`src/hw/rtl/ctt_pkg.sv`:
```
// shared types and constants for the config text tokenizer
`default_nettype none

package ctt_pkg;

    // character codes
    localparam logic [7:0] CH_QUOTE  = 8'h22;
    localparam logic [7:0] CH_BSLASH = 8'h5C;
    localparam logic [7:0] CH_LBRACE = 8'h7B;
    localparam logic [7:0] CH_LBRACK = 8'h5B;
    localparam logic [7:0] CH_RBRACE = 8'h7D;
    localparam logic [7:0] CH_RBRACK = 8'h5D;
    localparam logic [7:0] CH_SLASH  = 8'h2F;
    localparam logic [7:0] CH_STAR   = 8'h2A;
    localparam logic [7:0] CH_LF     = 8'h0A;
    localparam logic [7:0] CH_CR     = 8'h0D;
    localparam logic [7:0] CH_SPACE  = 8'h20;
    localparam logic [7:0] CH_TAB    = 8'h09;
    localparam logic [7:0] CH_GRAPH_LO = 8'h21;
    localparam logic [7:0] CH_GRAPH_HI = 8'h7E;

    // results per input item and output queue sizing
    localparam int MAX_RESULTS = 3;
    localparam int RES_IDX_W   = 2;
    localparam int QUEUE_DEPTH = 4;
    localparam int CNT_W       = 3;

    typedef enum logic [2:0] {
        EV_CONTENT  = 3'd0,
        EV_STREND   = 3'd1,
        EV_MAPOPEN  = 3'd2,
        EV_MAPCLOSE = 3'd3,
        EV_ARROPEN  = 3'd4,
        EV_ARRCLOSE = 3'd5,
        EV_EOF      = 3'd6,
        EV_ERROR    = 3'd7
    } ev_kind_t;

    typedef enum logic [8:0] {
        MODE_IDLE      = 9'b000000001,
        MODE_SLASH     = 9'b000000010,
        MODE_LINE      = 9'b000000100,
        MODE_BLOCK     = 9'b000001000,
        MODE_BLOCKSTAR = 9'b000010000,
        MODE_QUOTED    = 9'b000100000,
        MODE_QUOTEDESC = 9'b001000000,
        MODE_UNQ       = 9'b010000000,
        MODE_UNQESC    = 9'b100000000
    } mode_t;

    typedef struct packed {
        ev_kind_t    kind;
        logic [7:0]  content;
        logic        last;
    } result_t;

    typedef struct packed {
        mode_t                           next_mode;
        logic [RES_IDX_W-1:0]            count;
        result_t [MAX_RESULTS-1:0]       res;
    } step_t;

endpackage

`default_nettype wire

```
`src/hw/rtl/ctt_byte_if.sv`:
```
// input channel: one text byte or end-of-input mark per transfer
`default_nettype none

interface ctt_byte_if;
    logic       valid;
    logic       ready;
    logic [7:0] data_byte;
    logic       end_of_input;

    modport source (output valid, output data_byte, output end_of_input, input ready);
    modport sink   (input valid, input data_byte, input end_of_input, output ready);
endinterface

`default_nettype wire

```
`src/hw/rtl/ctt_event_if.sv`:
```
// output channel: one lexer event per transfer
`default_nettype none

interface ctt_event_if;
    logic       valid;
    logic       ready;
    logic [2:0] event_kind;
    logic [7:0] content_byte;
    logic       last_of_run;

    modport source (output valid, output event_kind, output content_byte,
                    output last_of_run, input ready);
    modport sink   (input valid, input event_kind, input content_byte,
                    input last_of_run, output ready);
endinterface

`default_nettype wire

```
`src/hw/rtl/ctt_lexer.sv`:
```
// combinational lexer step: mode and one byte in, next mode and up to three events out
`default_nettype none

module ctt_lexer
    import ctt_pkg::*;
(
    input  mode_t      mode,
    input  logic [7:0] data_byte,
    input  logic       end_of_input,
    output step_t      step
);

    logic                 is_space;
    logic                 is_graph;
    logic                 unq_keep;
    logic                 run_unq;
    logic                 run_idle;
    logic [RES_IDX_W-1:0] n;
    result_t [MAX_RESULTS-1:0] res;
    mode_t                nmode;

    assign is_space = (data_byte == CH_SPACE) || (data_byte >= CH_TAB && data_byte <= CH_CR);
    assign is_graph = (data_byte >= CH_GRAPH_LO) && (data_byte <= CH_GRAPH_HI);
    // bytes that continue an unquoted run
    assign unq_keep = is_graph && data_byte != CH_LBRACE && data_byte != CH_RBRACE &&
                      data_byte != CH_LBRACK && data_byte != CH_RBRACK &&
                      data_byte != CH_QUOTE;

    always_comb
    begin
        res      = '0;
        n        = '0;
        nmode    = mode;
        run_unq  = 1'b0;
        run_idle = 1'b0;

        if (end_of_input)
        begin
            case (mode)
                MODE_QUOTED, MODE_QUOTEDESC, MODE_UNQ, MODE_UNQESC:
                begin
                    res[n].kind = EV_STREND;
                    n = n + 2'd1;
                end
                MODE_SLASH:
                begin
                    res[n].kind    = EV_CONTENT;
                    res[n].content = CH_SLASH;
                    n = n + 2'd1;
                    res[n].kind = EV_STREND;
                    n = n + 2'd1;
                end
                default:
                begin
                end
            endcase
            res[n].kind = EV_EOF;
            n = n + 2'd1;
            nmode = MODE_IDLE;
        end
        else
        begin
            case (mode)
                MODE_SLASH:
                begin
                    if (data_byte == CH_SLASH)
                    begin
                        nmode = MODE_LINE;
                    end
                    else if (data_byte == CH_STAR)
                    begin
                        nmode = MODE_BLOCK;
                    end
                    else
                    begin
                        // lone slash opens an unquoted run
                        res[n].kind    = EV_CONTENT;
                        res[n].content = CH_SLASH;
                        n = n + 2'd1;
                        run_unq = 1'b1;
                    end
                end
                MODE_LINE:
                begin
                    if (data_byte == CH_LF || data_byte == CH_CR)
                    begin
                        nmode = MODE_IDLE;
                    end
                end
                MODE_BLOCK:
                begin
                    if (data_byte == CH_STAR)
                    begin
                        nmode = MODE_BLOCKSTAR;
                    end
                end
                MODE_BLOCKSTAR:
                begin
                    if (data_byte == CH_SLASH)
                    begin
                        nmode = MODE_IDLE;
                    end
                    else if (data_byte != CH_STAR)
                    begin
                        nmode = MODE_BLOCK;
                    end
                end
                MODE_QUOTED:
                begin
                    if (data_byte == CH_QUOTE)
                    begin
                        res[n].kind = EV_STREND;
                        n = n + 2'd1;
                        nmode = MODE_IDLE;
                    end
                    else if (data_byte == CH_BSLASH)
                    begin
                        nmode = MODE_QUOTEDESC;
                    end
                    else
                    begin
                        res[n].kind    = EV_CONTENT;
                        res[n].content = data_byte;
                        n = n + 2'd1;
                    end
                end
                MODE_QUOTEDESC:
                begin
                    res[n].kind    = EV_CONTENT;
                    res[n].content = data_byte;
                    n = n + 2'd1;
                    nmode = MODE_QUOTED;
                end
                MODE_UNQ:
                begin
                    run_unq = 1'b1;
                end
                MODE_UNQESC:
                begin
                    res[n].kind    = EV_CONTENT;
                    res[n].content = data_byte;
                    n = n + 2'd1;
                    nmode = MODE_UNQ;
                end
                default:
                begin
                    run_idle = 1'b1;
                end
            endcase

            if (run_unq)
            begin
                if (unq_keep)
                begin
                    if (data_byte == CH_BSLASH)
                    begin
                        nmode = MODE_UNQESC;
                    end
                    else
                    begin
                        res[n].kind    = EV_CONTENT;
                        res[n].content = data_byte;
                        n = n + 2'd1;
                        nmode = MODE_UNQ;
                    end
                end
                else
                begin
                    // run ends; the stopping byte is lexed again from idle
                    res[n].kind = EV_STREND;
                    n = n + 2'd1;
                    run_idle = 1'b1;
                end
            end

            if (run_idle)
            begin
                nmode = MODE_IDLE;
                if (!is_space)
                begin
                    case (data_byte)
                        CH_QUOTE:  nmode = MODE_QUOTED;
                        CH_SLASH:  nmode = MODE_SLASH;
                        CH_BSLASH: nmode = MODE_UNQESC;
                        CH_LBRACE:
                        begin
                            res[n].kind = EV_MAPOPEN;
                            n = n + 2'd1;
                        end
                        CH_RBRACE:
                        begin
                            res[n].kind = EV_MAPCLOSE;
                            n = n + 2'd1;
                        end
                        CH_LBRACK:
                        begin
                            res[n].kind = EV_ARROPEN;
                            n = n + 2'd1;
                        end
                        CH_RBRACK:
                        begin
                            res[n].kind = EV_ARRCLOSE;
                            n = n + 2'd1;
                        end
                        default:
                        begin
                            if (is_graph)
                            begin
                                res[n].kind    = EV_CONTENT;
                                res[n].content = data_byte;
                                n = n + 2'd1;
                                nmode = MODE_UNQ;
                            end
                            else
                            begin
                                res[n].kind = EV_ERROR;
                                n = n + 2'd1;
                            end
                        end
                    endcase
                end
            end
        end

        if (n != '0)
        begin
            res[n - 2'd1].last = 1'b1;
        end

        step.next_mode = nmode;
        step.count     = n;
        step.res       = res;
    end

endmodule

`default_nettype wire

```
`src/hw/rtl/config_text_tokenizer_unit.sv`:
```
// top level of the config text tokenizer: lexer step, mode register and event queue
// the events of an item are written into the registered event queue and offered from its head
// throughput: 1 item per cycle while each item gives at most one event and the sink keeps up;
//   an item giving 2 or 3 events is offered one event per transfer
// input ready while the 4-entry event queue holds at most one event
// reset (rst_n low, asynchronous): lexer back to idle between tokens, event queue empty
`default_nettype none

module config_text_tokenizer_unit
    import ctt_pkg::*;
(
    input  wire logic    clk,
    input  wire logic    rst_n,
    ctt_byte_if.sink     text,
    ctt_event_if.source  events
);

    // lexer mode, updated on every input transfer
    mode_t mode_reg;
    mode_t mode_next;

    // event queue: entry 0 is the head, entries shift down on each output transfer
    result_t [QUEUE_DEPTH-1:0] q_reg;
    result_t [QUEUE_DEPTH-1:0] q_next;
    logic [CNT_W-1:0]          count_reg;
    logic [CNT_W-1:0]          count_next;

    step_t            step;
    logic             in_xfer;
    logic             out_xfer;
    logic [CNT_W-1:0] cnt_after_pop;
    logic [CNT_W-1:0] push_n;

    ctt_lexer u_lexer (
        .mode         (mode_reg),
        .data_byte    (text.data_byte),
        .end_of_input (text.end_of_input),
        .step         (step)
    );

    // room for a full burst of events, judged on registered state only
    assign text.ready = (count_reg <= CNT_W'(QUEUE_DEPTH - MAX_RESULTS));
    assign in_xfer    = text.valid && text.ready;

    assign events.valid        = (count_reg != '0);
    assign events.event_kind   = q_reg[0].kind;
    assign events.content_byte = q_reg[0].content;
    assign events.last_of_run  = q_reg[0].last;
    assign out_xfer            = events.valid && events.ready;

    assign mode_next     = in_xfer ? step.next_mode : mode_reg;
    assign cnt_after_pop = count_reg - CNT_W'(out_xfer);
    assign push_n        = in_xfer ? CNT_W'(step.count) : '0;
    assign count_next    = cnt_after_pop + push_n;

    // each entry takes either its shifted neighbor or one of the new events
    always_comb
    begin
        result_t          shifted;
        logic [CNT_W-1:0] rel;
        for (int i = 0; i < QUEUE_DEPTH; i++)
        begin
            if (out_xfer && (i + 1 < QUEUE_DEPTH))
            begin
                shifted = q_reg[(i + 1) % QUEUE_DEPTH];
            end
            else
            begin
                shifted = q_reg[i];
            end
            rel = CNT_W'(i) - cnt_after_pop;
            if (CNT_W'(i) >= cnt_after_pop && rel < push_n)
            begin
                q_next[i] = step.res[rel[RES_IDX_W-1:0]];
            end
            else
            begin
                q_next[i] = shifted;
            end
        end
    end

    always_ff @(posedge clk or negedge rst_n)
    begin
        if (!rst_n)
        begin
            mode_reg  <= MODE_IDLE;
            count_reg <= '0;
        end
        else
        begin
            mode_reg  <= mode_next;
            count_reg <= count_next;
        end
    end

    // queue payload needs no reset
    always_ff @(posedge clk)
    begin
        q_reg <= q_next;
    end

endmodule

`default_nettype wire

```
`src/flat_wrapper.sv`:
```
// flat-port wrapper written by rule: the top's interface ports become plain ports
module config_text_tokenizer_unit_flat import ctt_pkg::*;
  (clk, rst_n, text_valid, text_data_byte, text_end_of_input, text_ready, events_valid, events_event_kind, events_content_byte, events_last_of_run, events_ready);
  ctt_byte_if text_i ();
  ctt_event_if events_i ();
  input  wire logic clk;
  input  wire logic rst_n;
  input wire logic [$bits(text_i.valid)-1:0] text_valid;
  input wire logic [$bits(text_i.data_byte)-1:0] text_data_byte;
  input wire logic [$bits(text_i.end_of_input)-1:0] text_end_of_input;
  output wire logic [$bits(text_i.ready)-1:0] text_ready;
  output wire logic [$bits(events_i.valid)-1:0] events_valid;
  output wire logic [$bits(events_i.event_kind)-1:0] events_event_kind;
  output wire logic [$bits(events_i.content_byte)-1:0] events_content_byte;
  output wire logic [$bits(events_i.last_of_run)-1:0] events_last_of_run;
  input wire logic [$bits(events_i.ready)-1:0] events_ready;
  assign text_i.valid = text_valid;
  assign text_i.data_byte = text_data_byte;
  assign text_i.end_of_input = text_end_of_input;
  assign text_ready = text_i.ready;
  assign events_valid = events_i.valid;
  assign events_event_kind = events_i.event_kind;
  assign events_content_byte = events_i.content_byte;
  assign events_last_of_run = events_i.last_of_run;
  assign events_i.ready = events_ready;
  config_text_tokenizer_unit u_core (.clk(clk), .rst_n(rst_n), .text(text_i), .events(events_i));
endmodule
```
`config.mk`:
```
export PLATFORM = sky130hd
export DESIGN_NAME = config_text_tokenizer_unit_flat
export DESIGN_NICKNAME = d
export VERILOG_FILES = /design/src/hw/rtl/ctt_pkg.sv /design/src/hw/rtl/ctt_byte_if.sv /design/src/hw/rtl/ctt_event_if.sv /design/src/hw/rtl/ctt_lexer.sv /design/src/hw/rtl/config_text_tokenizer_unit.sv /design/src/flat_wrapper.sv
export SDC_FILE = /design/constraint.sdc
export NUM_CORES = 1
export LEC_CHECK = 0
export ABC_AREA = 1
export BUFFER_PORTS_ARGS = -buffer_cell sky130_fd_sc_hd__buf_4
export CAP_MARGIN = 20
export CORE_UTILIZATION = 45
export CTS_CLUSTER_SIZE = 25
export DETAILED_ROUTE_END_ITERATION = 8
export PLACE_DENSITY = 0.65
export SYNTH_ARGS = -nofsm -noshare
export SYNTH_HDL_FRONTEND = slang
export SYNTH_HIERARCHICAL = 1
export SYNTH_SLANG_ARGS = --single-unit
```
`constraint.sdc`:
```
create_clock -name clk -period 5.9 [get_ports clk]
set_input_delay 0.59 -clock clk [delete_from_list [all_inputs] [get_ports clk]]
set_output_delay 0.59 -clock clk [all_outputs]
set_load 0.05 [all_outputs]
```
==> flow_summary.toml, run 1 <==
[drt]
num_vias = 5269
wl_per_cell_um = 15.19
drc = 0
ant_nets = 0
totalWireLength_um = 15490
dr.first_iter.drc_count = 355
drtPass1Iterations = 7
routed_via_density = 5.166

[global_routing]
grt_pass1_wl_um = 25030
track_usage_pct = 25.15
first_global_vias = 4863
antenna_found_initial = 0
grt-ovfl-total = 0
grt_use_met3_pct = 3.017
top_usage_layer = "met2"
grt_max_degree = 55
grt_use_met1_pct = 30.82
use_met2_pct = 44.57

[placement]
placed_cells = 1005
place_hpwl_um = 12370
placement.io_buffers = 26
pre_cts_ws_ps = 923.9
place_congestion = 0.9241

[setup_path]
worstReg2RegEnd = "u_core/events.content_byte[4]"
path_class = "flop to flop"
endpoint_kind = "flop"
r2r_slack_ps = 1250
r2r_start = "u_core/mode_reg[0]"
arrival_ps = 4620
rr_worst_depth = 24
crit_required_ps = 5870
cp_max_fo = 13
worst_setup_path_start_kind = "flop"

[timing]
max_slew_margin_pct = 54.31
rsz0062_at_grt = "false"
tns_ps = 0
finalMaxSlewViolations = 0
finalSetupViolCount = 0
min_period_ps = 4651
finalHoldViolations = 0
setup_ws_ps = 1249
tightest_slew_ps = 684.6
finalCritPeriodShare_pct = 78.83
max_freq_mhz = 215.0
fin_skew_ps = 6.137

[finish]
mostFrequentLayoutCell = "nand2_1"
num_antenna_cells = 0
fin_cells = 1020
final_nets = 878
fin_util_pct = 49.96
drive_above_1_share_pct = 17.14
syn2layout_area_growth_pct = 6.678
largest_register_ffs = 36
final_cell_mix = "nand2_1, nand3_1, inv_1, nor2_1, edfxtp_1"

[pwr]
p_int_mw = 1.542
peakVddDrop_v = 0.0002327
p_comb_share_pct = 58.6
power.share.switching_pct = 51.87
clockPowerShare_pct = 14.0
p_leak_nw = 3.043
power_switching_mw = 1.662
p_total_mw = 3.204
power_frac_seq_pct = 27.4
power.density_mw_per_mm2 = 527.3

[die]
initial_core_util_pct = 46.83
die_area_sq_mm = 0.01311
die_h_um = 114.5
ios = 27
rows = 40
core_sq_mm = 0.01216
fp.dieW_um = 114.5

[logic_synthesis]
yosys.area.top_type = "edfxtp_1"
ys_seq_elements = 60
syn_inst = 851
ys_top_cells_by_area = "edfxtp_1, nand2_1, nand3_1"
synth.avg_cell_area_sq_um = 6.693
synth_top_area_share_pct = 25.31
synth_warnings = 6
syn_area_sq_mm = 0.005695
yosysUniqueCellTypes = 45
ys_seq_area_share_pct = 30.60

[clocking]
clk_pin_slew_ps = 50
cts_buffers = 9
tritoncts = "done"
clk_path_buf_depth = 2
cts.sinks = 60
insertion_delay_ps = 330
cts_resized = 0
hold_buffers = 0
clock-root-buffer = "clkbuf_16"
h-tree-depth = 3
cts_setup_buffers = 0

[min_path]
hold_class = "primary input to asynchronous set/reset pin"

[outcome]
status = "completed"

[flow_run]
cap_violations = 0
synthesized netlist by cell type (all sizes together):
master and number:
inv 85, o221ai 1, dfstp 1, o31ai 2
conb 1, nor4 1, edfxtp 48, nor3 21
fa 1, nand2 354, dfrtp 11, nor2 80
a311oi 1, ha 16, xnor2 1, a31oi 2
or2 1, o21bai 2, buf 40, o22ai 3
clkbuf 6, nand3b 1, o21a 2, o211ai 2
a21oi 26, a221oi 1, a211oi 1, nand4 5
nand3 107, o21ai 28
power by group through the flow:
stage / logic [mW] / registers (mW) / clock network (mW)
2_1_floorplan: 1.62 / 0.849 / 0
3_3_place_gp: 1.85 / 0.890 / 0
3_5_place_dp: 1.87 / 0.888 / 0
4_1_cts: 1.87 / 0.882 / 0.458
5_1_grt: 2.08 / 0.893 / 0.473
6_report: 1.88 / 0.879 / 0.447
metal layers:
layer | up-vias | share of wire (%)
met2 | 123 | 50
met1 | 2395 | 45
li1 | 2722 | -
met5 | - | 0
met4 | 0 | 2.7
met3 | 29 | 3.0
cell type report:
class / count / area [sq um]
Clock buffer: 11 / 232.7
Clock inverter: 4 / 17.52
Fill cell: 1286 / 6086
Inverter: 85 / 321.6
Multi-Input combinational cell: 661 / 3318
Sequential cell: 60 / 1743
Tap cell: 168 / 210.2
Timing Repair Buffer: 31 / 232.7
how the worst max path moves through the flow:
stage | end | start | slack, ps | cells past startpoint
after detailed placement | u_core/events.content_byte[6] | text_data_byte[7] | 920 | 24
after floorplan | u_core/q_reg[36] | text_data_byte[7] | 1560 | 21
after global placement | u_core/q_reg[26] | text_data_byte[7] | 1030 | 25
final | u_core/events.content_byte[4] | u_core/mode_reg[0] | 1250 | 24
after global routing | u_core/events.content_byte[4] | u_core/mode_reg[0] | 850 | 24
after CTS | u_core/q_reg[34] | u_core/mode_reg[0] | 1230 | 25
metrics by stage:
stage | hold WS [ps] | area, sq um
2_1_floorplan | 294.4 | 5699
3_3_place_gp | 436.7 | 5826
3_5_place_dp | 435.4 | 5826
4_1_cts | 81.67 | 6076
5_1_grt | 98.76 | 6076
6_report | 88.74 | 6076
worst max-delay path: stages, from the launching register on:
cell	delay (ps)
dfstp_2	550
nor2_2	70
nand2_2	120
inv_1	100
nand2_1	70
nand2_1	40
nand2_1	150
nand2_1	130
inv_1	110
nand2_2	110
ha_1	290
nand3_1	90
nand3_2	120
inv_1	70
ha_1	280
inv_1	40
nand4_1	70
nand3_1	100
nand2_2	120
nand3_1	260
ha_1	280
nand3b_1	190
nor2_4	290
nand2_2	220
nand2_1	430
cells by family after synthesis:
group	count (synthesis)	synth area share (%)
simple gates	570	46.57
buf+inv	131	11.20
compound gates	71	7.535
flops	60	30.60
fa+ha+maj	17	3.866
xor+xnor	1	0.1538
other cells	1	0.06584
Note: power is estimated with default switching activity, not from simulation.
==> inputs of run 2 (changes only) <==
--- a/config.mk
+++ b/config.mk
@@ -11,7 +11,7 @@
 export CORE_UTILIZATION = 45
 export CTS_CLUSTER_SIZE = 25
 export DETAILED_ROUTE_END_ITERATION = 8
-export PLACE_DENSITY = 0.65
+export PLACE_DENSITY = 0.68
 export SYNTH_ARGS = -nofsm -noshare
 export SYNTH_HDL_FRONTEND = slang
 export SYNTH_HIERARCHICAL = 1
==> constraint.sdc (replaced) <==
create_clock -name clk -period 4.2 [get_ports clk]
set_input_delay 0.42 -clock clk [delete_from_list [all_inputs] [get_ports clk]]
set_output_delay 0.42 -clock clk [all_outputs]
set_load 0.05 [all_outputs]
==> run 2 against run 1 <==
Core utilization rose by 1.7 points. Flip-flop and latch count did not move. Worst setup slack got worse by 880 ps. Largest power group unchanged. Combinational power rose by 46%.
==> flow_summary.toml, run 2 (same netlist as run 1, synthesis figures left out) <==
[drt]
wl_per_cell_um = 13.48
drc = 0
totalWireLength_um = 14000
ant_nets = 0
dr.first_iter.drc_count = 317
routed_via_density = 5.127
drtPass1Iterations = 6
num_vias = 5322

[clocking]
cts_buffers = 9
clock-root-buffer = "clkbuf_16"
clk_path_buf_depth = 2
h-tree-depth = 3
insertion_delay_ps = 330
clk_pin_slew_ps = 50
cts.sinks = 60
tritoncts = "done"
cts_setup_buffers = 0

[timing]
finalMaxSlewViolations = 0
max_freq_mhz = 260.9
min_period_ps = 3833
finalSetupViolCount = 0
finalHoldViolations = 0
max_slew_margin_pct = 59.87
rsz0062_at_grt = "false"
finalCritPeriodShare_pct = 91.26
tightest_slew_ps = 597.4
tns_ps = 0
fin_skew_ps = 7.115

[setup_path]
worst_setup_path_start_kind = "flop"
crit_required_ps = 4270
path_class = "flop to flop"
worstReg2RegEnd = "u_core/q_reg[17]"
r2r_slack_ps = 370
cp_max_fo = 23
rr_worst_depth = 23
arrival_ps = 3910
r2r_start = "u_core/mode_reg[3]"
endpoint_kind = "flop"

[min_path]
hold_class = "primary input to flop"
hold_end = "u_core/mode_reg[0]"
min-delay-start = "text_valid"
hold-path-cell-count = 3

[placement]
placement.io_buffers = 26
place_congestion = 0.9335
place_hpwl_um = 11110

[finish]
mostFrequentLayoutCell = "nand2_1"
fin_util_pct = 51.68
syn2layout_area_growth_pct = 10.35
final_cell_mix = "nand2_1, nand3_1, inv_1, nor2_1, edfxtp_1"
drive_above_1_share_pct = 19.08
largest_register_ffs = 36
final_nets = 896
num_antenna_cells = 0
fillCellCount = 1215

[die]
fp.dieW_um = 114.5
core_sq_mm = 0.01216
ios = 27
die_area_sq_mm = 0.01311
rows = 40
die_h_um = 114.5
initial_core_util_pct = 46.83

[global_routing]
grt-ovfl-total = 0
first_global_vias = 4950
antenna_found_initial = 0
grt_max_degree = 55
track_usage_pct = 23.19
grt_pass1_wl_um = 23870

[pwr]
p_leak_nw = 3.150
power.density_mw_per_mm2 = 742.9
peakVddDrop_v = 0.0003829

[flow_run]
cap_violations = 0

[outcome]
status = "completed"
==> run 2: timing repair <==
item | 4_1_cts | 5_1_grt
hold endpoints to repair | 11 | 0
hold buffers | 1 | 0
resized for setup | 0 | 4
endpoints found under the setup margin | 0 | 84
==> run 2: layer usage <==
layer | global-route usage (%) | share of wire (%)
met2 | 39.35 | 48
met1 | 29.05 | 44
met5 | 0 | 0
met4 | 9.437 | 2.3
met3 | 4.182 | 5.6
==> run 2: metrics by stage <==
step / hold WS, ps / std cells / power [mW] / instance area [sq um] / worst slack [ps]
final: 423.0 / 1038 / 4.669 / 6285 / 367.1
after CTS: 405.0 / 1038 / 4.677 / 6269 / 157.9
after global placement: 267.2 / 1022 / 3.867 / 5953 / 191.0
after floorplan: 124.4 / 852 / 3.463 / 5699 / 33.58
after global routing: 447.0 / 1038 / 5.057 / 6285 / 20.47
after detailed placement: 268.5 / 1022 / 3.908 / 5953 / 79.04
==> run 2: cell type report <==
type	count	area [sq um]	share of cell area, %
Multi-Input combinational cell	661	3331	53.00
Sequential cell	60	1743	27.73
Timing Repair Buffer	49	374.1	5.953
Inverter	85	321.6	5.116
Clock buffer	9	225.2	3.584
Tap cell	168	210.2	3.345
Clock inverter	6	80.08	1.274
==> run 2: report_power, final <==
group | total (mW) | switching, mW | internal, mW
logic | 2.74 | 1.95 | 0.781
clock network | 0.756 | 0.247 | 0.509
registers | 1.18 | 0.0872 | 1.09
total | 4.67 | 2.29 | 2.38
==> run 2: worst max-delay path, stage by stage (launching register included) <==
cell     delay (ps)
dfrtp_1         410
inv_1           140
nand2_1          70
nor2_1          230
nand3_1         170
nor2_1          260
inv_1           110
nand2_2          90
ha_1            220
nand3_1         100
nand3_2         120
inv_1           100
ha_1            230
inv_1            50
nand4_1          70
nand3_1         110
nand2_2          90
nand3_4         120
ha_1            250
nand2_1          90
nand2_2          90
nor2_8          100
buf_6           240
a21oi_1         100
==> run 2: how the worst max path moves through the flow <==
stage,start,endpoint,slack (ps),depth (start not counted)
2_1_floorplan,text_data_byte[7],u_core/q_reg[36],30,21
3_3_place_gp,text_data_byte[7],u_core/q_reg[16],190,25
3_5_place_dp,text_data_byte[7],u_core/q_reg[23],80,25
4_1_cts,u_core/mode_reg[6],u_core/q_reg[16],160,23
5_1_grt,u_core/mode_reg[3],u_core/q_reg[16],20,24
6_report,u_core/mode_reg[3],u_core/q_reg[17],370,23
==> inputs of run 3 (changes only) <==
--- a/config.mk
+++ b/config.mk
@@ -8,10 +8,10 @@
 export ABC_AREA = 1
 export BUFFER_PORTS_ARGS = -buffer_cell sky130_fd_sc_hd__buf_4
 export CAP_MARGIN = 20
-export CORE_UTILIZATION = 45
+export CORE_UTILIZATION = 57
 export CTS_CLUSTER_SIZE = 25
 export DETAILED_ROUTE_END_ITERATION = 8
-export PLACE_DENSITY = 0.68
+export PLACE_DENSITY = 0.82
 export SYNTH_ARGS = -nofsm -noshare
 export SYNTH_HDL_FRONTEND = slang
 export SYNTH_HIERARCHICAL = 1
==> run 3 against run 2 <==
Flip-flop and latch count stayed put. Non-clock buffer count decreased by 2. Largest cell class unchanged. Final cell count is 3.6% lower. Critical endpoint is now u_core/q_reg[20]. Count of clock-buffer cells in the layout increased by 1. Combinational power is essentially flat. Clock skew decreased by 0.58 ps. Core utilization up 11 points. Die area is 21% lower. Worst setup slack got worse by 34 ps. Cell area decreased by 2.3%. Critical path depth up 3. Global-route usage increased by 5.1 points.
==> flow_summary.toml, run 3 (same netlist as run 1, synthesis figures left out) <==
[outcome]
status = "completed"

[pwr]
peakVddDrop_v = 0.0005227
p_leak_nw = 3.100
clockPowerShare_pct = 12.2
power_frac_seq_pct = 26.3
power.share.switching_pct = 50.82
power.density_mw_per_mm2 = 733.9
p_total_mw = 4.505
p_int_mw = 2.216
power_switching_mw = 2.289
p_comb_share_pct = 61.4

[placement]
placed_cells = 985
place_congestion = 0.9544
place_hpwl_um = 10890
pre_cts_ws_ps = 71.48
postPlaceCellArea_sq_mm = 0.005907
placement.io_buffers = 26

[setup_path]
cp_common_cell = "nand2_1"
worstReg2RegEnd = "u_core/q_reg[20]"
r2r_start = "u_core/mode_reg[0]"
worst_setup_path_start_kind = "flop"
cp_max_fo = 12
cpMaxStageDelayCell = "dfstp_2"
rr_worst_depth = 26
path_class = "flop to flop"
slowest_delay_ps = 550
r2r_slack_ps = 330
arrival_ps = 3910
endpoint_kind = "flop"
crit_required_ps = 4250

[timing]
max_freq_mhz = 258.6
finalCritPeriodShare_pct = 92.08
finalSetupViolCount = 0
min_period_ps = 3867
hold_slack_ps = 395.4
fin_skew_ps = 6.531
tns_ps = 0
finalMaxSlewViolations = 0
setup_ws_ps = 332.7
max_slew_margin_pct = 60.56
rsz0062_at_grt = "false"
tightest_slew_ps = 587.1
finalHoldViolations = 0

[finish]
mostFrequentLayoutCell = "nand2_1"
fin_util_pct = 63.09
largest_register_ffs = 36
fin_cells = 1001
num_antenna_cells = 0
syn2layout_area_growth_pct = 7.777
final_cell_mix = "nand2_1, nand3_1, inv_1, nor2_1, edfxtp_1"
final_nets = 894
drive_above_1_share_pct = 19.01
design_area_sq_mm = 0.006138

[drt]
routed_via_density = 5.325
totalWireLength_um = 13810
drtPass1Iterations = 5
num_vias = 5330
ant_nets = 0
drc = 0
wl_per_cell_um = 13.80
dr.first_iter.drc_count = 368

[clocking]
tritoncts = "done"
cts.sinks = 60
clk_pin_slew_ps = 60
cts_setup_buffers = 0
clk_path_buf_depth = 2
h-tree-depth = 3
insertion_delay_ps = 340
clock-root-buffer = "clkbuf_8"
cts_buffers = 9

[global_routing]
grt_pass1_wl_um = 23000
track_usage_pct = 28.31
grt_max_degree = 55
first_global_vias = 4866
antenna_found_initial = 0
grt-ovfl-total = 0

[die]
rows = 36
fp.dieW_um = 102.0
initial_core_util_pct = 58.54
die_area_sq_mm = 0.01040
ios = 27
core_sq_mm = 0.009729
die_h_um = 102.0

[min_path]
min-delay-start = "text_valid"
hold_class = "primary input to flop"
hold_end = "u_core/mode_reg[0]"
hold-path-cell-count = 3

[flow_run]
cap_violations = 0
-- run 3: changes by cell type in the layout (fill, tap and decap cells not counted), sizes merged --
cell | before | now
buf | 48 | 46
clkbuf | 9 | 10
clkinv | 3 | 2
-- run 3: final cells by class --
class,instances,area (sq um)
tap,133,166.4
clock inverter,5,77.57
fill,927,3591
multi-input combinational,661,3331
sequential,60,1743
clock buffer,10,127.6
inverter,85,321.6
timing repair buffer,47,371.6
-- run 3: repair_timing --
action,CTS,global route
endpoints found under the hold margin,11,0
hold buffers,1,0
endpoints found under the setup margin,0,84
gates resized for setup,0,3
-- run 3: how the worst max path moves through the flow --
stage / cells past startpoint / slack [ps] / to / start
finish: 26 / 330 / u_core/q_reg[20] / u_core/mode_reg[0]
global placement: 26 / 170 / u_core/q_reg[19] / text_data_byte[7]
CTS: 26 / 180 / u_core/q_reg[21] / u_core/mode_reg[0]
global route: 27 / 10 / u_core/q_reg[32] / u_core/mode_reg[0]
detailed placement: 26 / 70 / u_core/q_reg[20] / text_data_byte[7]
floorplan: 21 / 30 / u_core/q_reg[36] / text_data_byte[7]
-- run 3: power by group through the flow --
stage | logic (mW) | registers, mW | clock network, mW
6_report | 2.77 | 1.19 | 0.552
4_1_cts | 2.74 | 1.19 | 0.560
3_5_place_dp | 2.74 | 1.20 | 0
3_3_place_gp | 2.68 | 1.18 | 0
5_1_grt | 3.06 | 1.22 | 0.591
2_1_floorplan | 2.27 | 1.19 | 0
-- run 3: routing by layer --
metal  GRT usage (%)  up-vias  wire length [um]  part of all wire [%]
met5               0        -                 0                     0
met4           11.32        0               380                   2.8
met3           4.446       34               632                   4.6
met2           49.15      156              6850                    50
met1           35.12     2381              5946                    43
li1                -     2759                 -                     -
-- run 3: worst max-delay path, delay by kind of cell (launching register included) --
family / cells / cell delay (ps)
buffers and inverters: 6 / 540
DFF: 1 / 550
and+or+nand+nor: 17 / 1590
adders and majority gates: 3 / 870
